**config.mk**
```make
export PLATFORM = sky130hd
export DESIGN_NAME = fvcc_sqrt_cell
export DESIGN_NICKNAME = d
export VERILOG_FILES = /design/src/sv/fvcc_pkg.sv /design/src/sv/fvcc_sqrt_cell.sv
export SDC_FILE = /design/constraint.sdc
export NUM_CORES = 1
export LEC_CHECK = 0
export BUFFER_PORTS_ARGS = -buffer_cell sky130_fd_sc_hd__clkbuf_2
export CAP_MARGIN = 5
export CORE_ASPECT_RATIO = 0.8
export CORE_UTILIZATION = 40
export CTS_CLUSTER_DIAMETER = 100
export DETAILED_ROUTE_END_ITERATION = 8
export PLACE_DENSITY_LB_ADDON = 0.25
export SETUP_SLACK_MARGIN = 0.4
export SLEW_MARGIN = 40
export SYNTH_ARGS = -nofsm -noshare
export SYNTH_HDL_FRONTEND = slang
export SYNTH_SLANG_ARGS = --single-unit
```
**constraint.sdc**
```tcl
create_clock -name i_clk -period 6.3 [get_ports i_clk]
set_input_delay 0.315 -clock i_clk [delete_from_list [all_inputs] [get_ports i_clk]]
set_output_delay 0.315 -clock i_clk [all_outputs]
set_load 0.005 [all_outputs]
```
**src/sv/fvcc_pkg.sv**
```systemverilog
`timescale 1ns / 1ps
`default_nettype none

package fvcc_pkg;

    // Field and datapath widths.
    localparam int FLOW_W    = 16;
    localparam int INV_W     = 16;
    localparam int PROD_W    = 32;
    localparam int SQ_W      = 62;
    localparam int MAG2_W    = 63;
    localparam int RAD_W     = 64;
    localparam int CORDIC_W  = 35;
    localparam int ANGLE_W   = 16;
    localparam int ROOT_W    = 32;
    localparam int REM_W     = 34;
    localparam int AMP_W     = 17;
    localparam int MIX_W     = 21;
    localparam int SPAN_W    = 14;
    localparam int COLOR_W   = 8;

    // Number of cells in each chain.
    localparam int CORDIC_STEPS = 15;
    localparam int SQRT_STEPS   = ROOT_W;

    // Register reset value and special codes.
    localparam logic [INV_W-1:0]   INV_RESET    = 16'd4096;
    localparam logic [FLOW_W-1:0]  UNKNOWN_MARK = 16'd25600;
    localparam logic [COLOR_W-1:0] GREY_LEVEL   = 8'd128;
    localparam logic [COLOR_W-1:0] COLOR_MAX    = 8'd255;
    localparam logic [AMP_W-1:0]   AMP_MAX      = 17'd65536;

    // Angles in turns, 65536 is one full turn.
    localparam logic [ANGLE_W-1:0] ANGLE_ZERO          = 16'd0;
    localparam logic [ANGLE_W-1:0] ANGLE_QUARTER       = 16'd16384;
    localparam logic [ANGLE_W-1:0] ANGLE_HALF          = 16'd32768;
    localparam logic [ANGLE_W-1:0] ANGLE_THREE_QUARTER = 16'd49152;

    // Widths of the color segments.
    localparam logic [SPAN_W-1:0] SPAN_NARROW = 14'd4096;
    localparam logic [SPAN_W-1:0] SPAN_WIDE   = 14'd8192;

    // Color wheel segments, in order of the half angle.
    typedef enum logic [2:0] {
        SEG_RED_MAGENTA,
        SEG_MAGENTA_BLUE,
        SEG_BLUE_CYAN,
        SEG_CYAN_GREEN,
        SEG_GREEN_YELLOW,
        SEG_YELLOW_RED
    } t_segment;

    typedef struct packed {
        logic [COLOR_W-1:0] red;
        logic [COLOR_W-1:0] green;
        logic [COLOR_W-1:0] blue;
    } t_rgb;

    // Data handed along the angle chain.
    typedef struct packed {
        logic                       unknown;
        logic                       fixed;
        logic signed [CORDIC_W-1:0] x;
        logic signed [CORDIC_W-1:0] y;
        logic [ANGLE_W-1:0]         z;
        logic [MAG2_W-1:0]          mag2;
    } t_cordic_data;

    // Data handed along the square root chain.
    typedef struct packed {
        logic               unknown;
        logic [ANGLE_W-1:0] angle;
        logic [RAD_W-1:0]   rad;
        logic [REM_W-1:0]   rem;
        logic [ROOT_W-1:0]  root;
    } t_sqrt_data;

    // Rotation angle of each CORDIC step, round(atan(2^-i) / (2*pi) * 65536).
    function automatic logic [ANGLE_W-1:0] atan_turn(input int step);
        logic [ANGLE_W-1:0] turn;
        case (step)
            0:       turn = 16'd8192;
            1:       turn = 16'd4836;
            2:       turn = 16'd2555;
            3:       turn = 16'd1297;
            4:       turn = 16'd651;
            5:       turn = 16'd326;
            6:       turn = 16'd163;
            7:       turn = 16'd81;
            8:       turn = 16'd41;
            9:       turn = 16'd20;
            10:      turn = 16'd10;
            11:      turn = 16'd5;
            12:      turn = 16'd3;
            13:      turn = 16'd1;
            14:      turn = 16'd1;
            default: turn = 16'd0;
        endcase
        return turn;
    endfunction

    // Color stops along the half turn; the last one closes the wheel at red.
    function automatic t_rgb stop_color(input logic [2:0] stop);
        t_rgb color;
        case (stop)
            3'd0:    color = '{red: 8'd255, green: 8'd0,   blue: 8'd0};
            3'd1:    color = '{red: 8'd255, green: 8'd0,   blue: 8'd255};
            3'd2:    color = '{red: 8'd64,  green: 8'd64,  blue: 8'd255};
            3'd3:    color = '{red: 8'd0,   green: 8'd255, blue: 8'd255};
            3'd4:    color = '{red: 8'd0,   green: 8'd255, blue: 8'd0};
            3'd5:    color = '{red: 8'd255, green: 8'd255, blue: 8'd0};
            3'd6:    color = '{red: 8'd255, green: 8'd0,   blue: 8'd0};
            default: color = '{red: 8'd0,   green: 8'd0,   blue: 8'd0};
        endcase
        return color;
    endfunction

endpackage

`default_nettype wire

```
**src/sv/fvcc_sqrt_cell.sv**
```systemverilog
`timescale 1ns / 1ps
`default_nettype none

module fvcc_sqrt_cell (
    input  wire logic                 i_clk,
    input  wire logic                 i_rst_n,
    input  wire logic                 i_valid,
    output logic                      o_ready,
    input  wire fvcc_pkg::t_sqrt_data i_data,
    output logic                      o_valid,
    input  wire logic                 i_ready,
    output fvcc_pkg::t_sqrt_data      o_data
);

    logic                           r_valid;
    fvcc_pkg::t_sqrt_data           n_data, r_data;
    logic [fvcc_pkg::REM_W+1:0]     w_rem_sh, w_trial;

    assign o_ready = !r_valid || i_ready;
    assign o_valid = r_valid;
    assign o_data  = r_data;

    // Bring down the next two radicand bits and try the next root bit.
    assign w_rem_sh = {i_data.rem, i_data.rad[fvcc_pkg::RAD_W-1 -: 2]};
    assign w_trial  = {2'b00, i_data.root, 2'b01};

    always_comb begin
        n_data     = i_data;
        n_data.rad = {i_data.rad[fvcc_pkg::RAD_W-3:0], 2'b00};
        if (w_rem_sh >= w_trial) begin
            n_data.rem  = fvcc_pkg::REM_W'(w_rem_sh - w_trial);
            n_data.root = {i_data.root[fvcc_pkg::ROOT_W-2:0], 1'b1};
        end else begin
            n_data.rem  = w_rem_sh[fvcc_pkg::REM_W-1:0];
            n_data.root = {i_data.root[fvcc_pkg::ROOT_W-2:0], 1'b0};
        end
    end

    always_ff @(posedge i_clk) begin
        if (!i_rst_n) begin
            r_valid <= 1'b0;
        end else if (o_ready) begin
            r_valid <= i_valid;
        end
    end

    always_ff @(posedge i_clk) begin
        if (o_ready && i_valid) begin
            r_data <= n_data;
        end
    end

endmodule

`default_nettype wire

```
**Word level (Yosys, flattened, before mapping)**

Cells that the tools add are included.

- Add/subtract/negate cells: 1
- Multiply operators: 0
- Divide/modulo/power cells: 0
- Magnitude comparators: 1
- Eq/ne operators: 0
- Shifts and indexed selects: 0
- Muxes and demuxes: 1
- Bitwise operators: 0
- Reductions and logical operators: 3

Operators with widths:

| operator | number |
|---|---|
| $mux W66 | 1 |
| $ge A36 B34 Y1 | 1 |
| $sub A34 B34 Y34 | 1 |
| $logic_and A1 B1 Y1 | 1 |
| $logic_not A1 Y1 | 1 |
| $logic_or A1 B1 Y1 | 1 |

- Register bits: 146
- Bits in latches: 0
- Memory bits (writable): 0
- Memory bits (read-only): 0
- Output and inout port bits: 149
- Word-level logic and storage cells: 12
- Memories: 0

**Logic depth before layout (Yosys ltp)**

- Depth in word-level cells: 3
- Depth in mapped cells: 14

**Least setup slack after synthesis**

No wires, ideal clock.

- Path type: input to register
- From: input i_ready
- To: register r_data, in the netlist o_data[0] (enable)
- Library setup time: 522 ps
- Arrival time: 3798 ps
- Data required time: 5778 ps
- Slack: 1980 ps
- Cell stages on the path: 2
- Path buffers: 0
- Cells stage by stage: nand2b_1 -> and2_1

- Cells in the longest elaborated chain, start to end: 2

Ends and longest elaborated chain:

| item | line | source |
|---|---|---|
| from (decl) | fvcc_sqrt_cell.sv:11 | `input wire logic i_ready,` |
| $logic_or A1 B1 Y1 | fvcc_sqrt_cell.sv:19 | `assign o_ready = !r_valid \|\| i_ready;` |
| $logic_and A1 B1 Y1 | fvcc_sqrt_cell.sv:48 | `if (o_ready && i_valid) begin` |
| to (signal assigned) | fvcc_sqrt_cell.sv:49 | `r_data <= n_data;` |
| to (decl) | fvcc_sqrt_cell.sv:16 | `fvcc_pkg::t_sqrt_data n_data, r_data;` |

Every way passes these cells.
A chain may end at the register's enable or synchronous reset.

==> reports/metrics.yaml <==
status: "completed"
grt_pass1_vias: 4901
drtPass1Iterations: 4
synth-seq-cells: 146
path_class: "input pin to flop"
p_per_area_nw_per_um2: 288
hold_path_depth: 1
synth-edff-count: 145
antenna_found_initial: 0
tightest_slew_ns: 0.633
port_buffers: 297
clk_pin_slew_worst_paths_ns: 0.07
grt_overflow_total: 0
antenna_left: 0
dp_hpwl_um: 13600
root_buffer: "clkbuf_16"
hold_viol: 0
cts_buffers: 17
min_path_type: "input pin to flop"
drc_errors: 0
post_drt_wl_per_cell_um: 16.7
dr_total_vias: 5232
period_minus_slack_ns: 3.24
cp.arrival_ns: 3.38
cts.sinks: 146
cap_violations: 0
place_area_um2: 8460
avgSynthCellArea_um2: 12.8
slew_headroom_pct: 57.4
n_antenna_cell: 0
ff2ff_path_depth: 4
period_share_pct: 51.4
path_max_fanout: 38
grt_max_degree: 67
cts_resized: 0
final_common_cell: "clkbuf_2"
fin_nets: 1016
syn_area_um2: 6770
clock_tree.buffer_depth: 2
drv_slew: 0
die_w_um: 147
worstSetupEndpointType: "flop"
switching_share_pct: 26.9
fp.dieArea_um2: 17500
total_power_w: 0.00261
synth.distinct_cells: 53
startpoint_type: "input pin"
p_int_w: 0.00191
finalWeightedCongestion: 0.834
wirelength_um: 17700
htree_num_levels: 4
final_layout_size_suffix_gt1_share_pct: 40.4
drt_iter0_drc: 335
grt_util_all_layers_pct: 20.6
ys_seq_area_share_pct: 64.6
worstPathRequired_ns: 6.44
clk_latency_ns: 0.43
core_area_um2: 16600
grt_setup_unrepaired: "no"
area_delta_synth_final_pct: 33.9
power_leakage_nw: 4.14
ioPinCount: 300
grt_pass1_wl_um: 26900
fill_cells: 1441
setup_viol: 0
die_y_um: 118
num_rows: 42
start_util_pct: 40.9
mostFrequentLayoutCells: "clkbuf_2, edfxtp_1, a21oi_1"
ys.flop_type: "edfxtp_1"
power.share.combinational_pct: 15.6
async_flop_share_pct: 0
ir_drop_mv: 0.167
avgViaCountPerCell: 4.92
switchingPower_w: 0.000702
p_seq_share_pct: 45.3
fmax_ghz: 0.309
final_cell_area_um2: 9070
yosysWarnings: 0
power_frac_clock_pct: 39.1
synthesis.instances: 529
tns_ns: 0
holdBufCountCts: 0
cts_tree: "done"
fin_worst_skew_ns: 0.0160
cts_setup_buffers: 0
-- power groups by stage --
stage	clock [W]	combinational, W	sequential, W
after floorplan	0	0.000216	0.00122
after global placement	0	0.000401	0.00120
after detailed placement	0	0.000407	0.00120
after CTS	0.00104	0.000410	0.00118
after global routing	0.00108	0.000453	0.00119
final	0.00102	0.000407	0.00118
-- metrics by stage --
stage	std cells	hold WS, ns	util (%)	setup slack, ns
6_report	1064	0.0607	54.8	3.06
5_1_grt	1064	0.0451	54.8	2.71
4_1_cts	1063	0.0475	54.7	3.05
3_5_place_dp	1031	0.494	51.1	2.62
3_3_place_gp	1030	0.492	51.0	2.76
2_1_floorplan	530	0.414	-	1.98
-- registers in the layout, summed over array words and instances (netlist names) --
signal   flops
o_valid      1
o_data     145
-- layout make-up --
class	instances	area (um^2)	share of cell area, %
Sequential cell	146	4370	48.2
Multi-Input combinational cell	323	2140	23.6
Timing Repair Buffer	300	1530	16.9
Clock buffer	17	425	4.69
Tap cell	220	275	3.04
Inverter	43	161	1.78
Clock inverter	15	160	1.77
-- worst paths after layout --
check,start,to,slack (ns)
worst max-delay path,i_data[7],o_data[59],3.06
worst min-delay path,i_data[79],o_data[81],0.06
worst max register to register,o_valid,o_data[80],4.30
worst min register to register,o_valid,o_valid,0.54
-- critical path, cell delays in order --
cell and delay (ns):
clkbuf_2 0.09, inv_1 0.04, ha_1 0.39, a21o_1 0.24, o41ai_1 0.42, o211ai_1 0.27
a211oi_1 0.30, o21a_2 0.59, inv_2 0.45, nor2_1 0.19, a31oi_1 0.05
-- metal layers --
metal	track usage, %	part of all wire [%]
met1	26.4	43
met2	34.5	49
met5	0	0
met3	5.91	7.4
met4	4.38	0.56
-- logic make-up after synthesis --
group,Yosys count,synth area share (%)
fa+ha+maj,34,6.28
mux,1,0.148
compound gates,138,13.1
buf+inv,61,3.95
other cells,1,0.0554
xor+xnor,28,3.62
flops,146,64.6
simple gates,120,8.24
-- cells in the mapped netlist, drive strengths merged, types with 5 or more instances --
cell type	number	area (um^2)
nand2b	6	37.5
clkbuf	7	27.5
inv	43	161
ha	34	425
a21oi	46	230
o21ai	31	155
and2	6	37.5
nor3	9	45.0
a21o	22	165
o211ai	5	37.5
edfxtp	145	4350
a31oi	6	37.5
a21boi	6	48.8
nand2	41	154
buf	11	78.8
xnor2	13	114
nor2	33	124
nand4	8	50.1
xor2	15	131
and3	6	37.5
Power figures use the tool's default switching activity.
