==> config.mk <==
export PLATFORM = sky130hd
export DESIGN_NAME = fvcc_cordic_cell
export DESIGN_NICKNAME = d
export VERILOG_FILES = /design/src/sv/fvcc_pkg.sv /design/src/sv/fvcc_cordic_cell.sv
export SDC_FILE = /design/constraint.sdc
export NUM_CORES = 1
export LEC_CHECK = 0
export ABC_AREA = 1
export BUFFER_PORTS_ARGS = -buffer_cell sky130_fd_sc_hd__buf_2
export CAP_MARGIN = 10
export CORE_MARGIN = 3
export CORE_UTILIZATION = 50
export DETAILED_ROUTE_END_ITERATION = 7
export PLACE_DENSITY = 0.78
export SYNTH_ARGS = -nofsm -noshare
export SYNTH_HDL_FRONTEND = slang
export SYNTH_SLANG_ARGS = --single-unit
==> constraint.sdc <==
create_clock -name i_clk -period 7.8 [get_ports i_clk]
set_input_delay 0.39 -clock i_clk [delete_from_list [all_inputs] [get_ports i_clk]]
set_output_delay 0.39 -clock i_clk [all_outputs]
set_load 0.1 [all_outputs]
==> src/sv/fvcc_pkg.sv <==
`timescale 1ns / 1ps
`default_nettype none

package fvcc_pkg;

    // Field and datapath widths.
    localparam int FLOW_W    = 16;
    localparam int INV_W     = 16;
    localparam int PROD_W    = 32;
    localparam int SQ_W      = 62;
    localparam int MAG2_W    = 63;
    localparam int RAD_W     = 64;
    localparam int CORDIC_W  = 35;
    localparam int ANGLE_W   = 16;
    localparam int ROOT_W    = 32;
    localparam int REM_W     = 34;
    localparam int AMP_W     = 17;
    localparam int MIX_W     = 21;
    localparam int SPAN_W    = 14;
    localparam int COLOR_W   = 8;

    // Number of cells in each chain.
    localparam int CORDIC_STEPS = 15;
    localparam int SQRT_STEPS   = ROOT_W;

    // Register reset value and special codes.
    localparam logic [INV_W-1:0]   INV_RESET    = 16'd4096;
    localparam logic [FLOW_W-1:0]  UNKNOWN_MARK = 16'd25600;
    localparam logic [COLOR_W-1:0] GREY_LEVEL   = 8'd128;
    localparam logic [COLOR_W-1:0] COLOR_MAX    = 8'd255;
    localparam logic [AMP_W-1:0]   AMP_MAX      = 17'd65536;

    // Angles in turns, 65536 is one full turn.
    localparam logic [ANGLE_W-1:0] ANGLE_ZERO          = 16'd0;
    localparam logic [ANGLE_W-1:0] ANGLE_QUARTER       = 16'd16384;
    localparam logic [ANGLE_W-1:0] ANGLE_HALF          = 16'd32768;
    localparam logic [ANGLE_W-1:0] ANGLE_THREE_QUARTER = 16'd49152;

    // Widths of the color segments.
    localparam logic [SPAN_W-1:0] SPAN_NARROW = 14'd4096;
    localparam logic [SPAN_W-1:0] SPAN_WIDE   = 14'd8192;

    // Color wheel segments, in order of the half angle.
    typedef enum logic [2:0] {
        SEG_RED_MAGENTA,
        SEG_MAGENTA_BLUE,
        SEG_BLUE_CYAN,
        SEG_CYAN_GREEN,
        SEG_GREEN_YELLOW,
        SEG_YELLOW_RED
    } t_segment;

    typedef struct packed {
        logic [COLOR_W-1:0] red;
        logic [COLOR_W-1:0] green;
        logic [COLOR_W-1:0] blue;
    } t_rgb;

    // Data handed along the angle chain.
    typedef struct packed {
        logic                       unknown;
        logic                       fixed;
        logic signed [CORDIC_W-1:0] x;
        logic signed [CORDIC_W-1:0] y;
        logic [ANGLE_W-1:0]         z;
        logic [MAG2_W-1:0]          mag2;
    } t_cordic_data;

    // Data handed along the square root chain.
    typedef struct packed {
        logic               unknown;
        logic [ANGLE_W-1:0] angle;
        logic [RAD_W-1:0]   rad;
        logic [REM_W-1:0]   rem;
        logic [ROOT_W-1:0]  root;
    } t_sqrt_data;

    // Rotation angle of each CORDIC step, round(atan(2^-i) / (2*pi) * 65536).
    function automatic logic [ANGLE_W-1:0] atan_turn(input int step);
        logic [ANGLE_W-1:0] turn;
        case (step)
            0:       turn = 16'd8192;
            1:       turn = 16'd4836;
            2:       turn = 16'd2555;
            3:       turn = 16'd1297;
            4:       turn = 16'd651;
            5:       turn = 16'd326;
            6:       turn = 16'd163;
            7:       turn = 16'd81;
            8:       turn = 16'd41;
            9:       turn = 16'd20;
            10:      turn = 16'd10;
            11:      turn = 16'd5;
            12:      turn = 16'd3;
            13:      turn = 16'd1;
            14:      turn = 16'd1;
            default: turn = 16'd0;
        endcase
        return turn;
    endfunction

    // Color stops along the half turn; the last one closes the wheel at red.
    function automatic t_rgb stop_color(input logic [2:0] stop);
        t_rgb color;
        case (stop)
            3'd0:    color = '{red: 8'd255, green: 8'd0,   blue: 8'd0};
            3'd1:    color = '{red: 8'd255, green: 8'd0,   blue: 8'd255};
            3'd2:    color = '{red: 8'd64,  green: 8'd64,  blue: 8'd255};
            3'd3:    color = '{red: 8'd0,   green: 8'd255, blue: 8'd255};
            3'd4:    color = '{red: 8'd0,   green: 8'd255, blue: 8'd0};
            3'd5:    color = '{red: 8'd255, green: 8'd255, blue: 8'd0};
            3'd6:    color = '{red: 8'd255, green: 8'd0,   blue: 8'd0};
            default: color = '{red: 8'd0,   green: 8'd0,   blue: 8'd0};
        endcase
        return color;
    endfunction

endpackage

`default_nettype wire

==> src/sv/fvcc_cordic_cell.sv <==
`timescale 1ns / 1ps
`default_nettype none

module fvcc_cordic_cell #(
    parameter int STEP = 0
) (
    input  wire logic                   i_clk,
    input  wire logic                   i_rst_n,
    input  wire logic                   i_valid,
    output logic                        o_ready,
    input  wire fvcc_pkg::t_cordic_data i_data,
    output logic                        o_valid,
    input  wire logic                   i_ready,
    output fvcc_pkg::t_cordic_data      o_data
);

    logic                               r_valid;
    fvcc_pkg::t_cordic_data             n_data, r_data;
    logic signed [fvcc_pkg::CORDIC_W-1:0] w_x, w_y, w_xs, w_ys;

    assign o_ready = !r_valid || i_ready;
    assign o_valid = r_valid;
    assign o_data  = r_data;

    assign w_x  = i_data.x;
    assign w_y  = i_data.y;
    assign w_xs = w_x >>> STEP;
    assign w_ys = w_y >>> STEP;

    // One vectoring rotation: turn the vector toward the x axis.
    always_comb begin
        n_data = i_data;
        if (!i_data.fixed) begin
            if (w_y > 0) begin
                n_data.x = w_x + w_ys;
                n_data.y = w_y - w_xs;
                n_data.z = i_data.z + fvcc_pkg::atan_turn(STEP);
            end else begin
                n_data.x = w_x - w_ys;
                n_data.y = w_y + w_xs;
                n_data.z = i_data.z - fvcc_pkg::atan_turn(STEP);
            end
        end
    end

    always_ff @(posedge i_clk) begin
        if (!i_rst_n) begin
            r_valid <= 1'b0;
        end else if (o_ready) begin
            r_valid <= i_valid;
        end
    end

    always_ff @(posedge i_clk) begin
        if (o_ready && i_valid) begin
            r_data <= n_data;
        end
    end

endmodule

`default_nettype wire

Word level (Yosys, flattened, before mapping):

Index checks and enable logic that the tools add are counted.
W data, S select, Z words.

* bits in registers: 152
* bits of input ports: 155
* output and inout port bits: 153
* word-level logic and storage cells: 18

* $add $sub $neg: 5
* $lt $le $gt $ge: 1
* multiplexer cells: 2
* reduce and logical (&&, ||, !) cells: 3

Operators with widths (number)
* $mux W86: 2
* $sub A35 B35 Y35: 2
* $add A35 B35 Y35: 1
* $gt A35 B1 Y1 const B: 1
* $add A16 B14 Y16 const B: 1
* $sub A16 B14 Y16 const B: 1
* $logic_and A1 B1 Y1: 1
* $logic_not A1 Y1: 1
* $logic_or A1 B1 Y1: 1

Logic depth before layout (Yosys ltp):

Gate-level depths: netlist of the first run.

* word-level depth: 3
* mapped depth: 20
* gate-level depth less buffers: 19

Worst setup path before layout of the first run:

OpenSTA, ideal clock, no wires.

* kind: register -> register
* start: reg r_valid (netlist: o_valid)
* end: reg r_data (netlist bit o_data[0]) (enable)
* library setup time: 0.710 ns
* data arrival time: 8.101 ns
* required time: 7.090 ns
* setup slack: -1.011 ns
* cell stages (with the launch flop): 2
* path buffers: 0
* period minus slack after synthesis: 8.811 ns
* cells stage by stage: dfxtp_1 -> a21oi_1

* cells in the longest elaborated chain, start to end: 3

RTL lines
* from (decl): RTL line fvcc_cordic_cell.sv:17 `logic r_valid;`
* from (signal assigned): RTL line fvcc_cordic_cell.sv:50 `r_valid <= i_valid;`
* $logic_not A1 Y1: RTL line fvcc_cordic_cell.sv:21 `assign o_ready = !r_valid || i_ready;`
* $logic_or A1 B1 Y1: RTL line fvcc_cordic_cell.sv:21
* $logic_and A1 B1 Y1: RTL line fvcc_cordic_cell.sv:55 `if (o_ready && i_valid) begin`
* to (signal assigned): RTL line fvcc_cordic_cell.sv:56 `r_data <= n_data;`
* to (decl): RTL line fvcc_cordic_cell.sv:18 `fvcc_pkg::t_cordic_data n_data, r_data;`

No other way between the ends.
A chain may end at the register's enable or synchronous reset.

==> impl_metrics.env, run 1 <==
export IMPL_finalHoldViolCount=0
export IMPL_synthDistinctLibCells=46
export IMPL_rr_worst_depth=3
export IMPL_max_freq_ghz=0.323
export IMPL_drt_pass1_iter_count=6
export IMPL_netlist_instances=1808
export IMPL_gp_congestion=1.04
export IMPL_antenna_left=0
export IMPL_synth_seq_cells=152
export IMPL_routedWlPerCell_um=21.3
export IMPL_cts_tree="built"
export IMPL_synth_area_um2=13100
export IMPL_grtUsageTotal_pct=35.1
export IMPL_syn_nets=2071
export IMPL_power_density_nw_per_um2=209
export IMPL_grt_pass1_wl_mm=75.7
export IMPL_synthTopCellsByArea="edfxtp_1 35%, nand2_1 16%, ha_1 9.9%"
export IMPL_initialDrtViolationCount=1831
export IMPL_syn_avg_cell_area_um2=7.25
export IMPL_rrSetupSlack_ns=5.66
export IMPL_end_kind="register"
export IMPL_stdcell_count=2423
export IMPL_htreeDepth=4
export IMPL_cp_max_fo=49
export IMPL_vias=13600
export IMPL_mostFrequentLayoutCells="541 x nand2_1, 307 x buf_2, 222 x inv_1, 151 x edfxtp_1, 150 x nor2_1"
export IMPL_r2r_end="o_data[137]$_DFFE_PP_"
export IMPL_final_min_clock_period_ns=3.09
export IMPL_cts_root_buffer="clkbuf_16"
export IMPL_reg2reg_from="o_valid$_SDFFE_PN0N_"
export IMPL_finClkSkew_ns=0.00842
export IMPL_synth_top_area_cell="edfxtp_1"
export IMPL_layout_commonest_cell="nand2_1"
export IMPL_cts_hold_buf=0
export IMPL_max_stage_delay_ns=0.57
export IMPL_worstMarginPinSlew_ns=1.11
export IMPL_wl_mm=51.5
export IMPL_die_h_um=168
export IMPL_clock_path_buffers=2
export IMPL_setup_tns_ns=0
export IMPL_die_w_um=168
export IMPL_path_cells="buf_2 > inv_1 > nand4_1 > nor3_1 > nand4_1 > nand2_4 > buf_4 > fa_1 > nand2_1 > nand2_1"
export IMPL_ioPinCount=308
export IMPL_via_per_inst=5.61
export IMPL_finalPower_uw=3200
export IMPL_die_area_um2=28200
export IMPL_finalSetupViolCount=0
export IMPL_leakagePower_uw=0.00762
export IMPL_core_area_um2=25500
export IMPL_cts_buffers=17
export IMPL_fin_nets=2340
export IMPL_start_util_pct=51.5
export IMPL_post_cts_setup_buffers=0
export IMPL_report_final_slew_viol_count=0
export IMPL_drc=0
export IMPL_yosys_warnings=0
export IMPL_relSlewSlack_pct=26.2
export IMPL_io_buffers=307
export IMPL_crit_path_top_delay_cell="buf_4"
export IMPL_finalCritPeriodShare_pct=39.6
export IMPL_synthToLayoutAreaGrowth_pct=16.9
export IMPL_synth_top_cell_area_share_pct=34.6
export IMPL_cts_repair_resized=0
export IMPL_outcome="finished, final reports clean"
export IMPL_grt_max_degree=70
export IMPL_clock_sinks=152
export IMPL_layout_drive_gt1_share_pct=19.8
export IMPL_required_ns=7.99
export IMPL_rsz0062_at_grt="no"
export IMPL_cp_arrival_ns=3.28
export IMPL_clk_pin_slew_ns=0.08
export IMPL_max_vdd_ir_drop_v=0.000153
export IMPL_worstSetupStartpointType="input pin"
export IMPL_min_path_type="in2reg"
export IMPL_detailed_place_hpwl_mm=41.8
export IMPL_hold_path_end="o_data[62]$_DFFE_PP_"
export IMPL_grt_pass1_vias=12800
export IMPL_yosysSeqAreaShare_pct=34.7
export IMPL_antenna_found_initial=2
export IMPL_clkLatencyLatePin_ns=0.44
export IMPL_grt_overflow=0
export IMPL_worstHoldPathCells=1
export IMPL_min_from="i_data[62]"
export IMPL_path_class="in2reg"
export IMPL_placed_cells=2388
export IMPL_cap_violations=0
export IMPL_rows=58
## final cells by class
| class | count | area, um^2 |
|---|---|---|
| Tap cell | 330 | 413 |
| Multi-Input combinational cell | 1359 | 7270 |
| Clock inverter | 15 | 200 |
| Fill cell | 2438 | 10100 |
| Timing Repair Buffer | 313 | 1580 |
| Antenna cell | 3 | 7.51 |
| Inverter | 234 | 878 |
| Clock buffer | 17 | 425 |
| Sequential cell | 152 | 4550 |
## synthesized netlist by cell type (all sizes together)
library cell / n
a21o: 10
o21a: 5
a211oi: 1
o211ai: 13
nor4: 2
buf: 51
nand2: 554
ha: 104
a21boi: 6
a21oi: 126
nand3: 151
xnor2: 4
nand4: 14
or2: 5
edfxtp: 151
a31oi: 6
o21bai: 12
nor2: 170
and2: 3
nand3b: 2
o22ai: 3
o21ai: 101
inv: 234
clkbuf: 12
dfxtp: 1
xor2: 40
nor3: 22
a22oi: 1
fa: 4
## how the worst max path moves through the flow
stage	start	endpoint
finish	i_data[106]	o_data[77]$_DFFE_PP_
global route	i_data[106]	o_data[77]$_DFFE_PP_
CTS	i_data[106]	o_data[77]$_DFFE_PP_
detailed placement	i_data[106]	o_data[77]$_DFFE_PP_
global placement	i_data[106]	o_data[77]$_DFFE_PP_
floorplan	o_valid$_SDFFE_PN0N_	o_data[0]$_DFFE_PP_
## critical path, delay by kind of cell
family | cells | cell delay (ns)
buf+inv | 3 | 0.82
fa+ha+maj | 1 | 0.52
simple gates | 6 | 1.49
## report_power, final
group | internal [uW] | switching (uW)
combinational | 275 | 1010
sequential | 977 | 18.9
clock | 468 | 444
## per-layer routing
| metal | vias to the layer above | routed length (um) | global-route usage, % |
|---|---|---|---|
| met5 | - | 0 | 0 |
| met4 | 0 | 1360 | 10.4 |
| met3 | 76 | 5750 | 7.04 |
| met2 | 789 | 23200 | 55.3 |
| met1 | 6300 | 21200 | 49.2 |
| li1 | 6440 | - | - |
## logic make-up (layout without fill, tap and decap cells)
kind of cell | count (synthesis) | after routing | share of synthesized area (%)
AOI/OAI and AO/OA | 284 | 284 | 12.1
and+or+nand+nor | 923 | 923 | 29.8
DFF | 152 | 152 | 34.7
xor gates and xnor gates | 44 | 44 | 2.94
adders and majority gates | 108 | 108 | 10.5
buffers and inverters | 297 | 579 | 9.93
other | 0 | 3 | 0
## state kept, by name, indices dropped and copies added (netlist names)
name     count
o_data     151
o_valid      1
## per-stage QoR
step / area [um^2] / setup WS [ns] / util, % / hold slack (ns)
floorplan: 13100 / 2.39 / - / 0.489
global placement: 14700 / 4.45 / 57.7 / 0.532
detailed placement: 14700 / 4.42 / 57.7 / 0.547
CTS: 15300 / 4.86 / 60.2 / 0.114
global route: 15300 / 4.67 / 60.2 / 0.109
finish: 15300 / 4.71 / 60.2 / 0.122
(Power assumes the default switching activity.)
==> run 2, diff against run 1 <==
Clock period 7.8 ns to 2.7 ns, I/O delays scaled along.
==> impl_metrics.env, run 2 (synthesis gave the netlist of run 1 again) <==
export IMPL_io_buffers=307
export IMPL_vias=14700
export IMPL_clock_sinks=152
export IMPL_core_area_um2=25500
export IMPL_rrSetupSlack_ns=1.23
export IMPL_path_delay_family="simple AND/OR/NAND/NOR gates"
export IMPL_gp_congestion=1.03
export IMPL_cts_tree="built"
export IMPL_finalSetupViolCount=0
export IMPL_cp_max_fo=17
export IMPL_report_final_slew_viol_count=0
export IMPL_die_w_um=168
export IMPL_stdcell_count=2627
export IMPL_max_freq_ghz=0.371
export IMPL_grt_overflow=0
export IMPL_cts_repair_resized=0
export IMPL_r2r_end="o_data[147]$_DFFE_PP_"
export IMPL_layout_commonest_cell="nand2_1"
export IMPL_setup_worst_path_end="o_data[92]$_DFFE_PP_"
export IMPL_largest_reg_flops=151
export IMPL_drt_pass1_iter_count=6
export IMPL_end_kind="register"
export IMPL_antenna_found_initial=2
export IMPL_max_vdd_ir_drop_v=0.000444
export IMPL_grtUsageTotal_pct=38.7
export IMPL_final_min_clock_period_ns=2.70
export IMPL_layout_drive_gt1_share_pct=23.6
export IMPL_critPathLaunch="i_data[80]"
export IMPL_clkLatencyLatePin_ns=0.45
export IMPL_n_fill_cell=2157
export IMPL_grt_max_degree=111
export IMPL_leakagePower_uw=0.00856
export IMPL_cts_root_buffer="clkbuf_16"
export IMPL_relSlewSlack_pct=44.6
export IMPL_drc=0
export IMPL_area_sequential_um2=4560
export IMPL_clk_pin_slew_ns=0.09
export IMPL_rsz0062_at_grt="no"
export IMPL_cp_arrival_ns=2.94
export IMPL_finalCritPeriodShare_pct=99.8
export IMPL_finClkSkew_ns=0.0110
export IMPL_cts_buffers=17
export IMPL_fin_nets=2546
export IMPL_die_h_um=168
export IMPL_power_density_nw_per_um2=561
export IMPL_rows=58
export IMPL_clock_path_buffers=2
export IMPL_multi_input_area_um2=7270
export IMPL_crit_path_top_delay_cell="nor3_1"
export IMPL_die_area_um2=28200
export IMPL_outcome="finished, final reports clean"
export IMPL_rr_worst_depth=2
export IMPL_antenna_left=0
export IMPL_grt_pass1_vias=14100
export IMPL_finalHoldViolCount=0
export IMPL_initialDrtViolationCount=1909
export IMPL_placed_cells=2516
export IMPL_mostFrequentLayoutCells="541 x nand2_1, 307 x buf_2, 222 x inv_1, 151 x edfxtp_1, 150 x nor2_1"
export IMPL_ioPinCount=308
export IMPL_start_util_pct=51.5
export IMPL_worstMarginPinSlew_ns=0.830
export IMPL_min_path_type="in2reg"
export IMPL_synthToLayoutAreaGrowth_pct=30.1
export IMPL_wl_mm=56.3
export IMPL_via_per_inst=5.58
export IMPL_detailed_place_hpwl_mm=44.0
export IMPL_path_class="in2reg"
export IMPL_max_stage_delay_ns=0.54
export IMPL_worstSetupStartpointType="input pin"
export IMPL_required_ns=2.94
export IMPL_reg2reg_from="o_valid$_SDFFE_PN0N_"
export IMPL_grt_pass1_wl_mm=83.3
export IMPL_path_cells="buf_2 > inv_1 > nand4_1 > nor3_1 > nand4_1 > nand2_2 > inv_1 > buf_12 > nand2_1 > nand3_1 > o21ai_0"
export IMPL_path_depth=11
export IMPL_htreeDepth=4
export IMPL_holdWs_ns=0.0234
export IMPL_routedWlPerCell_um=21.4
export IMPL_path_buf_inv=4
export IMPL_cap_violations=0
-- run 2: changes by cell type in the layout (fill, tap and decap cells not counted), moves of 2 or more --
cell and change:
buf_12 +3, buf_4 +125, clkinv_4 +2, clkinv_8 -4, clkinvlp_4 -2, diode_2 -2
dlygate4sd3_1 +78, inv_6 +5
-- run 2: area by class of cell --
cell class	count	share of cell area [%]
inverter	234	5.15
clock buffer	18	2.51
sequential	152	26.7
antenna	1	0.0147
timing repair buffer	519	19.7
multi-input combinational	1359	42.6
clock inverter	14	0.902
tap	330	2.42
-- run 2: per-stage QoR --
step                instance area [um^2]  worst slack [ns]  setup TNS, ns  total power, uW  util [%]
floorplan                          13100            -0.764        -115.43             5700         -
global placement                   15700            -0.163          -3.71             6810      61.6
detailed placement                 15700            -0.170          -3.58             6850      61.6
CTS                                17100             0.279              0             9430      67.0
global route                       17100           0.00588              0             9910      67.0
finish                             17100           0.00475              0             9570      67.0
-- run 2: worst min path at each step --
stage                start                    end  slack (ns)  cells after the start
6_report       i_data[143]  o_data[143]$_DFFE_PP_        0.02                      3
5_1_grt            i_valid   o_valid$_SDFFE_PN0N_        0.03                      3
4_1_cts        i_data[143]  o_data[143]$_DFFE_PP_        0.01                      3
3_5_place_dp    i_data[13]   o_data[13]$_DFFE_PP_        0.31                      1
3_3_place_gp    i_data[33]   o_data[33]$_DFFE_PP_        0.31                      1
2_1_floorplan    i_data[0]    o_data[0]$_DFFE_PP_        0.23                      0
-- run 2: repair_timing --
| item | in CTS | in global routing |
|---|---|---|
| endpoints found under the setup margin | 0 | 0 |
| hold buffers | 78 | 0 |
| setup buffers | 0 | 0 |
| endpoints found under the hold margin | 78 | 0 |
-- run 2: report_power, final --
| part | internal (uW) | switching (uW) | leakage [uW] |
|---|---|---|---|
| sequential | 2820 | 65.8 | 0.00148 |
| combinational | 1080 | 3050 | 0.00680 |
| clock | 1320 | 1230 | 0.000289 |
| total | 5230 | 4340 | 0.00856 |
-- run 2: worst register-to-register path, cell delays in order (launching register included) --
cell	delay (ns)
dfxtp_4	0.37
a21oi_4	0.17
buf_4	0.53
-- run 2: routing by layer --
| layer | wire (um) | GRT usage [%] |
|---|---|---|
| met5 | 13 | 0 |
| met3 | 6080 | 6.50 |
| met4 | 2120 | 12.9 |
| met2 | 25100 | 62.1 |
| met1 | 22900 | 53.4 |
