===== config.mk =====
export PLATFORM = sky130hd
export DESIGN_NAME = fvcc_color
export DESIGN_NICKNAME = d
export VERILOG_FILES = /design/src/sv/fvcc_pkg.sv /design/src/sv/fvcc_color.sv
export SDC_FILE = /design/constraint.sdc
export NUM_CORES = 2
export LEC_CHECK = 0
export ABC_AREA = 0
export BUFFER_PORTS_ARGS = -buffer_cell sky130_fd_sc_hd__buf_2
export CORE_UTILIZATION = 50
export CTS_CLUSTER_DIAMETER = 30
export DETAILED_ROUTE_END_ITERATION = 7
export PLACE_DENSITY = 0.75
export SYNTH_ARGS = -nofsm -noshare
export SYNTH_HDL_FRONTEND = slang
export SYNTH_SLANG_ARGS = --single-unit
export TNS_END_PERCENT = 30

===== constraint.sdc =====
create_clock -name i_clk -period 7.85 [get_ports i_clk]
set_input_delay 0.3925 -clock i_clk [delete_from_list [all_inputs] [get_ports i_clk]]
set_output_delay 0.3925 -clock i_clk [all_outputs]
set_load 0.05 [all_outputs]

===== src/sv/fvcc_pkg.sv =====
`timescale 1ns / 1ps
`default_nettype none

package fvcc_pkg;

    // Field and datapath widths.
    localparam int FLOW_W    = 16;
    localparam int INV_W     = 16;
    localparam int PROD_W    = 32;
    localparam int SQ_W      = 62;
    localparam int MAG2_W    = 63;
    localparam int RAD_W     = 64;
    localparam int CORDIC_W  = 35;
    localparam int ANGLE_W   = 16;
    localparam int ROOT_W    = 32;
    localparam int REM_W     = 34;
    localparam int AMP_W     = 17;
    localparam int MIX_W     = 21;
    localparam int SPAN_W    = 14;
    localparam int COLOR_W   = 8;

    // Number of cells in each chain.
    localparam int CORDIC_STEPS = 15;
    localparam int SQRT_STEPS   = ROOT_W;

    // Register reset value and special codes.
    localparam logic [INV_W-1:0]   INV_RESET    = 16'd4096;
    localparam logic [FLOW_W-1:0]  UNKNOWN_MARK = 16'd25600;
    localparam logic [COLOR_W-1:0] GREY_LEVEL   = 8'd128;
    localparam logic [COLOR_W-1:0] COLOR_MAX    = 8'd255;
    localparam logic [AMP_W-1:0]   AMP_MAX      = 17'd65536;

    // Angles in turns, 65536 is one full turn.
    localparam logic [ANGLE_W-1:0] ANGLE_ZERO          = 16'd0;
    localparam logic [ANGLE_W-1:0] ANGLE_QUARTER       = 16'd16384;
    localparam logic [ANGLE_W-1:0] ANGLE_HALF          = 16'd32768;
    localparam logic [ANGLE_W-1:0] ANGLE_THREE_QUARTER = 16'd49152;

    // Widths of the color segments.
    localparam logic [SPAN_W-1:0] SPAN_NARROW = 14'd4096;
    localparam logic [SPAN_W-1:0] SPAN_WIDE   = 14'd8192;

    // Color wheel segments, in order of the half angle.
    typedef enum logic [2:0] {
        SEG_RED_MAGENTA,
        SEG_MAGENTA_BLUE,
        SEG_BLUE_CYAN,
        SEG_CYAN_GREEN,
        SEG_GREEN_YELLOW,
        SEG_YELLOW_RED
    } t_segment;

    typedef struct packed {
        logic [COLOR_W-1:0] red;
        logic [COLOR_W-1:0] green;
        logic [COLOR_W-1:0] blue;
    } t_rgb;

    // Data handed along the angle chain.
    typedef struct packed {
        logic                       unknown;
        logic                       fixed;
        logic signed [CORDIC_W-1:0] x;
        logic signed [CORDIC_W-1:0] y;
        logic [ANGLE_W-1:0]         z;
        logic [MAG2_W-1:0]          mag2;
    } t_cordic_data;

    // Data handed along the square root chain.
    typedef struct packed {
        logic               unknown;
        logic [ANGLE_W-1:0] angle;
        logic [RAD_W-1:0]   rad;
        logic [REM_W-1:0]   rem;
        logic [ROOT_W-1:0]  root;
    } t_sqrt_data;

    // Rotation angle of each CORDIC step, round(atan(2^-i) / (2*pi) * 65536).
    function automatic logic [ANGLE_W-1:0] atan_turn(input int step);
        logic [ANGLE_W-1:0] turn;
        case (step)
            0:       turn = 16'd8192;
            1:       turn = 16'd4836;
            2:       turn = 16'd2555;
            3:       turn = 16'd1297;
            4:       turn = 16'd651;
            5:       turn = 16'd326;
            6:       turn = 16'd163;
            7:       turn = 16'd81;
            8:       turn = 16'd41;
            9:       turn = 16'd20;
            10:      turn = 16'd10;
            11:      turn = 16'd5;
            12:      turn = 16'd3;
            13:      turn = 16'd1;
            14:      turn = 16'd1;
            default: turn = 16'd0;
        endcase
        return turn;
    endfunction

    // Color stops along the half turn; the last one closes the wheel at red.
    function automatic t_rgb stop_color(input logic [2:0] stop);
        t_rgb color;
        case (stop)
            3'd0:    color = '{red: 8'd255, green: 8'd0,   blue: 8'd0};
            3'd1:    color = '{red: 8'd255, green: 8'd0,   blue: 8'd255};
            3'd2:    color = '{red: 8'd64,  green: 8'd64,  blue: 8'd255};
            3'd3:    color = '{red: 8'd0,   green: 8'd255, blue: 8'd255};
            3'd4:    color = '{red: 8'd0,   green: 8'd255, blue: 8'd0};
            3'd5:    color = '{red: 8'd255, green: 8'd255, blue: 8'd0};
            3'd6:    color = '{red: 8'd255, green: 8'd0,   blue: 8'd0};
            default: color = '{red: 8'd0,   green: 8'd0,   blue: 8'd0};
        endcase
        return color;
    endfunction

endpackage

`default_nettype wire


===== src/sv/fvcc_color.sv =====
`timescale 1ns / 1ps
`default_nettype none

module fvcc_color (
    input  wire logic                  i_clk,
    input  wire logic                  i_rst_n,
    input  wire logic                  i_valid,
    output logic                       o_ready,
    input  wire fvcc_pkg::t_sqrt_data  i_data,
    output logic                       o_valid,
    input  wire logic                  i_ready,
    output logic [fvcc_pkg::COLOR_W-1:0] o_red,
    output logic [fvcc_pkg::COLOR_W-1:0] o_green,
    output logic [fvcc_pkg::COLOR_W-1:0] o_blue
);

    // Blend of two stops weighted by the distance into the segment.
    function automatic logic [fvcc_pkg::MIX_W-1:0] mix_level(
        input logic [fvcc_pkg::COLOR_W-1:0] c0,
        input logic [fvcc_pkg::COLOR_W-1:0] c1,
        input logic [fvcc_pkg::SPAN_W-1:0]  rest,
        input logic [fvcc_pkg::SPAN_W-1:0]  pos
    );
        logic [fvcc_pkg::MIX_W:0] sum;
        sum = (fvcc_pkg::MIX_W + 1)'(c0) * (fvcc_pkg::MIX_W + 1)'(rest)
            + (fvcc_pkg::MIX_W + 1)'(c1) * (fvcc_pkg::MIX_W + 1)'(pos);
        return sum[fvcc_pkg::MIX_W-1:0];
    endfunction

    // Scale a blend by the magnitude, drop the fraction and clamp.
    function automatic logic [fvcc_pkg::COLOR_W-1:0] shade(
        input logic [fvcc_pkg::AMP_W-1:0] amp,
        input logic [fvcc_pkg::MIX_W-1:0] mix,
        input logic                       wide
    );
        logic [fvcc_pkg::AMP_W+fvcc_pkg::MIX_W-1:0] prod;
        logic [9:0]                                  level;
        prod  = (fvcc_pkg::AMP_W + fvcc_pkg::MIX_W)'(amp)
              * (fvcc_pkg::AMP_W + fvcc_pkg::MIX_W)'(mix);
        level = wide ? 10'(prod[37:29]) : prod[37:28];
        return (level > 10'(fvcc_pkg::COLOR_MAX)) ? fvcc_pkg::COLOR_MAX
                                                  : level[fvcc_pkg::COLOR_W-1:0];
    endfunction

    logic r_m_valid, r_valid;
    logic w_m_ready;

    assign o_valid   = r_valid;
    assign o_ready   = w_m_ready;
    assign w_m_ready = !r_m_valid || i_ready || !r_valid;

    always_ff @(posedge i_clk) begin
        if (!i_rst_n) begin
            r_m_valid <= 1'b0;
            r_valid   <= 1'b0;
        end else begin
            if (w_m_ready) r_m_valid <= i_valid;
            if (!r_valid || i_ready) r_valid <= r_m_valid;
        end
    end

    // Mix stage: segment decode, magnitude clip and blend of the two stops.
    logic [14:0]                   w_h;
    fvcc_pkg::t_segment            w_seg;
    logic                          w_wide;
    logic [fvcc_pkg::SPAN_W-1:0]   w_dist, w_rest;
    logic [27:0]                   w_amp_full;
    logic [fvcc_pkg::AMP_W-1:0]    w_amp;
    fvcc_pkg::t_rgb                w_c0, w_c1;

    assign w_h = i_data.angle[fvcc_pkg::ANGLE_W-1:1];

    always_comb begin
        unique case (w_h[14:12]) inside
            3'd0:       w_seg = fvcc_pkg::SEG_RED_MAGENTA;
            3'd1:       w_seg = fvcc_pkg::SEG_MAGENTA_BLUE;
            3'd2:       w_seg = fvcc_pkg::SEG_BLUE_CYAN;
            3'd3:       w_seg = fvcc_pkg::SEG_CYAN_GREEN;
            3'd4, 3'd5: w_seg = fvcc_pkg::SEG_GREEN_YELLOW;
            default:    w_seg = fvcc_pkg::SEG_YELLOW_RED;
        endcase
    end

    assign w_wide = (w_seg == fvcc_pkg::SEG_GREEN_YELLOW) || (w_seg == fvcc_pkg::SEG_YELLOW_RED);
    assign w_dist = w_wide ? {1'b0, w_h[12:0]} : {2'b00, w_h[11:0]};
    assign w_rest = (w_wide ? fvcc_pkg::SPAN_WIDE : fvcc_pkg::SPAN_NARROW) - w_dist;
    assign w_c0   = fvcc_pkg::stop_color(3'(w_seg));
    assign w_c1   = fvcc_pkg::stop_color(3'(w_seg) + 3'd1);

    assign w_amp_full = i_data.root[fvcc_pkg::ROOT_W-1:4];
    assign w_amp      = (w_amp_full > 28'(fvcc_pkg::AMP_MAX)) ? fvcc_pkg::AMP_MAX
                                                              : w_amp_full[fvcc_pkg::AMP_W-1:0];

    logic                        r_m_unknown, r_m_wide;
    logic [fvcc_pkg::AMP_W-1:0]  r_m_amp;
    logic [fvcc_pkg::MIX_W-1:0]  r_m_red, r_m_green, r_m_blue;

    always_ff @(posedge i_clk) begin
        if (w_m_ready && i_valid) begin
            r_m_unknown <= i_data.unknown;
            r_m_wide    <= w_wide;
            r_m_amp     <= w_amp;
            r_m_red     <= mix_level(w_c0.red,   w_c1.red,   w_rest, w_dist);
            r_m_green   <= mix_level(w_c0.green, w_c1.green, w_rest, w_dist);
            r_m_blue    <= mix_level(w_c0.blue,  w_c1.blue,  w_rest, w_dist);
        end
    end

    // Output register: shaded color, or grey for an unknown vector.
    logic [fvcc_pkg::COLOR_W-1:0] n_red, n_green, n_blue;
    logic [fvcc_pkg::COLOR_W-1:0] r_red, r_green, r_blue;

    always_comb begin
        if (r_m_unknown) begin
            n_red   = fvcc_pkg::GREY_LEVEL;
            n_green = fvcc_pkg::GREY_LEVEL;
            n_blue  = fvcc_pkg::GREY_LEVEL;
        end else begin
            n_red   = shade(r_m_amp, r_m_red,   r_m_wide);
            n_green = shade(r_m_amp, r_m_green, r_m_wide);
            n_blue  = shade(r_m_amp, r_m_blue,  r_m_wide);
        end
    end

    always_ff @(posedge i_clk) begin
        if ((!r_valid || i_ready) && r_m_valid) begin
            r_red   <= n_red;
            r_green <= n_green;
            r_blue  <= n_blue;
        end
    end

    assign o_red   = r_red;
    assign o_green = r_green;
    assign o_blue  = r_blue;

endmodule

`default_nettype wire


Word-level counts from Yosys, hierarchy flattened
Index checks and enable logic that the tools add are counted.
Word-level totals
  output and inout bits: 26
  bits of input ports: 151
  logic and storage cells: 77
  flip-flop bits (word level): 108
Cells by class
  $mul: 9
  eq/ne operators: 17
  reduce and logical (&&, ||, !) cells: 17
  multiplexer cells: 11
  magnitude comparators: 4
  add/sub/neg operators: 5
Operator list (number)
  one-hot mux 24 bit (6 select lines): 2
  multiplier 17 x 21 -> 38 bit: 3
  adder 21 bit: 3
  multiplier 8 x 13 -> 21 bit: 3
  multiplier 8 x 14 -> 21 bit: 3
  greater-than comparator 10 x 8 -> 1 bit, second input constant: 3
  two-way mux 10 bit: 3
  greater-than comparator 28 x 17 -> 1 bit, second input constant: 1
  == test 3 bit, second input constant: 8
  two-way mux 7 bit: 3
  == test 3 x 2 -> 1 bit, second input constant: 6
  one-hot mux 3 bit (5 select lines): 1
  two-way mux 14 bit: 1
  subtractor 14 x 13 -> 14 bit: 1
  two-way mux 13 bit: 1
  OR reduction 2 bit: 6
  == test 3 x 1 -> 1 bit, second input constant: 3
  logical NOT 3 bit: 3
  logical OR 1 bit: 4
  adder 3 x 1 -> 3 bit, second input constant: 1
  logical AND 1 bit: 2
  logical NOT 1 bit: 2

Logic depth before layout (Yosys ltp)
  depth in word-level cells: 9
  gate-level depth with buffers: 31
  gate-level depth less buffers: 29

Worst setup path after synthesis
No wires, ideal clock.
  path type: input to register
  start: input i_data[145] (netlist bit)
  end: register r_m_green[20] (netlist bit), data pin
  stages: 25
  required time: 7.589 ns
  slack: 0.362 ns
  arrival: 7.227 ns
  cell sequence: clkbuf_1 > nor2b_1 > nand2_1 > inv_1 > ha_1 > clkbuf_1 > o32ai_1 > clkbuf_1 > and2_1 > inv_1 > fa_1 > fa_1 > inv_1 > fa_1 > fa_1 > fa_1 > fa_1 > ha_1 > o21a_1 > o41ai_2 > o21ai_0 > o41ai_1 > o21ai_0 > o21ai_0 > xnor2_1
Between the ends
  word-level cells in the longest chain between the ends: 9
Ends and longest elaborated chain
  start: declaration: line fvcc_color.sv:9  | input wire fvcc_pkg::t_sqrt_data i_data,
  == test 3 bit (no line)
  OR reduction 2 bit: line fvcc_color.sv:74  | unique case (w_h[14:12]) inside
  one-hot mux 3 bit (5 select lines) (*): line fvcc_color.sv:74
  == test 3 bit / adder 3 x 1 -> 3 bit (equally long branches): line fvcc_pkg.sv:105, fvcc_color.sv:84, fvcc_color.sv:88
  logical OR 1 bit, or another cell as far along: line fvcc_color.sv:84  | assign w_wide = (w_seg == fvcc_pkg::SEG_GREEN_YELLOW) || (w_seg == fvcc_pkg::SEG_YELLOW_RED);
  two-way mux 14 bit, or another cell as far along: line fvcc_color.sv:86  | assign w_rest = (w_wide ? fvcc_pkg::SPAN_WIDE : fvcc_pkg::SPAN_NARROW) - w_dist;
  subtractor 14 x 13 -> 14 bit / one-hot mux 24 bit (6 select lines) (equally long branches): line fvcc_color.sv:86, fvcc_pkg.sv:105
  multiplier 8 x 14 -> 21 bit / multiplier 8 x 13 -> 21 bit (equally long branches): line fvcc_color.sv:25, fvcc_color.sv:26
  adder 21 bit (*): line fvcc_color.sv:26  | + (fvcc_pkg::MIX_W + 1)'(c1) * (fvcc_pkg::MIX_W + 1)'(pos);
  end signal: assignment: line fvcc_color.sv:104  | r_m_green <= mix_level(w_c0.green, w_c1.green, w_rest, w_dist);
  end: declaration: line fvcc_color.sv:96  | logic [fvcc_pkg::MIX_W-1:0] r_m_red, r_m_green, r_m_blue;
Every way passes the cells marked *; elsewhere a longest branch is shown, timed or not.
A chain may end at the register's enable or synchronous reset.

Worst setup path after layout
  start: register r_m_amp[8] (netlist bit)
  end: register r_green, in the netlist o_green[4], data pin
Between the ends
  word-level cells in the longest chain between the ends: 4
Ends and longest elaborated chain
  start: declaration: line fvcc_color.sv:95  | logic [fvcc_pkg::AMP_W-1:0] r_m_amp;
  start signal: assignment: line fvcc_color.sv:102  | r_m_amp <= w_amp;
  multiplier 17 x 21 -> 38 bit (*): line fvcc_color.sv:39  | * (fvcc_pkg::AMP_W + fvcc_pkg::MIX_W)'(mix);
  two-way mux 10 bit (*): line fvcc_color.sv:40  | level = wide ? 10'(prod[37:29]) : prod[37:28];
  greater-than comparator 10 x 8 -> 1 bit: line fvcc_color.sv:41  | return (level > 10'(fvcc_pkg::COLOR_MAX)) ? fvcc_pkg::COLOR_MAX
  two-way mux 7 bit (*): line fvcc_color.sv:41
  end signal: assignment: line fvcc_color.sv:128  | r_green <= n_green;
  end: declaration: line fvcc_color.sv:111  | logic [fvcc_pkg::COLOR_W-1:0] r_red, r_green, r_blue;
Marked as above.

==> metrics <==
fin crit share 97.1%; vias in the first global route 41600; Post-synth top cells 1524 x inv_1, 1335 x fa_1, 890 x nand2_1; worst setup path end o_green[4]; fin nets 7727; Reg clk slew, reported paths 0.11 ns; Fin Setup TNS 0 ns; post-synth top area cell fa_1; Area Growth Syn to Fin 5.31%; CTS HTree Levels 3; MaxCap Viol Count 0; post-route ant nets 0; number of CTS-inserted buffers 9; core area 0.106 mm²; Max stage delay cell, worst path edfxtp_1; RSZ-0062 raised after global routing false; final hold vios 0; YS warnings 0; via count 38000; worst path required time 8.04 ns; PortBufs 73; die width 329 µm; Setup WS pre-CTS 0.0656 ns; Area contributors post-synth fa_1 50%, ha_1 12%, inv_1 11%; final setup vio count 0; status finished with violations; Worst setup EP type register; Buf/Inv on CP 3; Via density 5.34; worst skew pair latency 0.42 ns; Post-Synthesis Cells 5725; drt total wl 130000 µm; sequence of cells on the critical path buf_4 > nand2_1 > fa_1 > fa_1 > fa_1 > fa_1 > fa_1 > inv_1 > fa_1 > ha_1 > and3_1 > and2_1 > a221oi_1 > a2bb2oi_1 > o211a_1 > a21oi_1 > a41o_1 > nor4b_1 > o32a_1 > o21ai_0 > buf_4; layout cell share with drive strength beyond 1 4.69%; synthesized area 0.0535 mm²; die area 0.108 mm²; register area share after synthesis 6.03%; syn_area_per_cell 9.34 µm²; flop2flop setup slack 0.23 ns; violated checks DRC; crit path time final 7.62 ns; FFs w/ async S/R, synth 0%; CTS resizes 0; first-pass GRT wire length 215000 µm; top-count cell post-synth inv_1; R2R Path Start r_m_amp[8]; die height 329 µm; worst r2r path cells 21; DRT Pass-1 Iters 8; Crit path depth 21; Final Skew 0.0288 ns; Hold Path Cell Cnt 1; #FFs+latches synth 108; routability congestion estimate 0.933; Critical Path Source Type register; Placement Rows 119; initial antenna violation count 5; syn_nets 7740; Top delay family on crit path adder cells; r2r endpoint o_green[4]; DRC 18; CP startpoint r_m_amp[8]; Multi-input gate area 0.0436 mm²; library cells used by synthesis 74; Slew Limit Fails 0; Max Fanout on Critical Path 10; CTS Root Cell clkbuf_16; WL/cell 18.3 µm; initial detailed-routing violation count 2724; register area 0.00322 mm²; pin count of the biggest net entering global routing 64; Ports 177; fmax 131 MHz; CTS Sinks 108; # fillers 9276; fin worst setup slack 0.226 ns; placed wire-length estimate 107000 µm; critical path data arrival time 7.81 ns; CTS Buffer Depth 2; number of synthesized flops with an enable pin 106; all-layer global routing usage 25.5%; hold buffer count at CTS 0; Starting Density 50.6%; Worst-Margin Slew 1.09 ns; Crit Path Class register to register; critical path's largest stage delay 0.80 ns; Yosys top cell area share 50.0%; Slew headroom 27.2%; Synth Flop Type edfxtp_1; HP Class input pin to register; Final Util 53.3%; CTS tree done; Most Frequent Cell on Critical Path fa_1; grt ovf 0
worst register-to-register path, cell delays in order, from the launching register on:
cell	delay (ns)
edfxtp_1	0.80
buf_4	0.34
nand2_1	0.11
fa_1	0.59
fa_1	0.46
fa_1	0.57
fa_1	0.43
fa_1	0.49
inv_1	0.05
fa_1	0.43
ha_1	0.31
and3_1	0.19
and2_1	0.16
a221oi_1	0.50
a2bb2oi_1	0.19
o211a_1	0.30
a21oi_1	0.14
a41o_1	0.32
nor4b_1	0.26
o32a_1	0.34
o21ai_0	0.21
buf_4	0.21
stage by stage:
step | instance area, µm² | cells | hold WS, ns
global placement | 55900 | 7081 | 0.502
CTS | 56200 | 7097 | 0.124
global route | 56300 | 7108 | 0.127
detailed placement | 55900 | 7081 | 0.526
finish | 56300 | 7109 | 0.146
floorplan | 53500 | 5725 | 0.477
layout by cell type, fill, tap and decap left out, types with 9 or more instances in the layout:
cell type / n
a211oi_1: 13
a21o_1: 33
a21oi_1: 85
a31oi_1: 10
and2_1: 336
and3_1: 29
buf_12: 16
buf_2: 73
buf_4: 137
clkbuf_16: 9
edfxtp_1: 106
fa_1: 1335
ha_1: 529
inv_1: 1524
nand2_1: 890
nand2b_1: 22
nand3_1: 35
nor2_1: 127
nor2b_1: 20
nor3_1: 30
nor4_1: 10
o21a_1: 18
o21ai_0: 58
or2_2: 10
or3_1: 12
xnor2_1: 88
xor2_1: 28
state kept, by name (all words and copies together) (netlist names):
register / flops
o_blue: 8
r_m_green: 21
o_valid: 1
r_m_blue: 21
o_red: 8
r_m_wide: 1
r_m_valid: 1
r_m_amp: 17
r_m_unknown: 1
o_green: 8
r_m_red: 21
worst min path at each step:
stage,start,to,slack (ns)
floorplan,r_m_valid,o_valid,0.48
global placement,r_m_valid,o_valid,0.50
detailed placement,r_m_valid,o_valid,0.53
CTS,i_data[146],r_m_unknown,0.12
global route,i_data[146],r_m_unknown,0.13
finish,i_data[146],r_m_unknown,0.15
what timing repair did:
action	in CTS	in global routing
setup endpoints to repair	0	12
hold endpoints to repair	0	0
setup buffers	0	11
kinds of logic after synthesis:
logic type / Yosys count / share of synthesized area [%]
adder cells (fa/ha/maj): 1864 / 62.3
buffers and inverters: 1775 / 12.5
AND/OR/NAND/NOR: 1548 / 13.3
AO/OA/AOI/OAI: 310 / 3.91
XOR/XNOR: 116 / 1.90
flip-flops: 108 / 6.03
multiplexers: 4 / 0.0865
routing by layer:
layer  part of all wire (%)  global-route usage (%)
met3                    8.6                    4.50
met4                    2.8                    7.40
met5                  0.035                       0
met1                     41                    34.6
met2                     47                    41.9
area by class of cell:
type	instances	area share, %
diodes	1	0.00444
clock buffers	9	0.400
clock inverters	7	0.153
inverters	1525	10.2
multi-input cells	3842	77.4
flip-flops and latches	108	5.72
well taps	1391	3.09
repair buffers	226	3.04
Power is not shown: default switching activity piles up to over one toggle a cycle in this logic, so the estimate is an artifact.
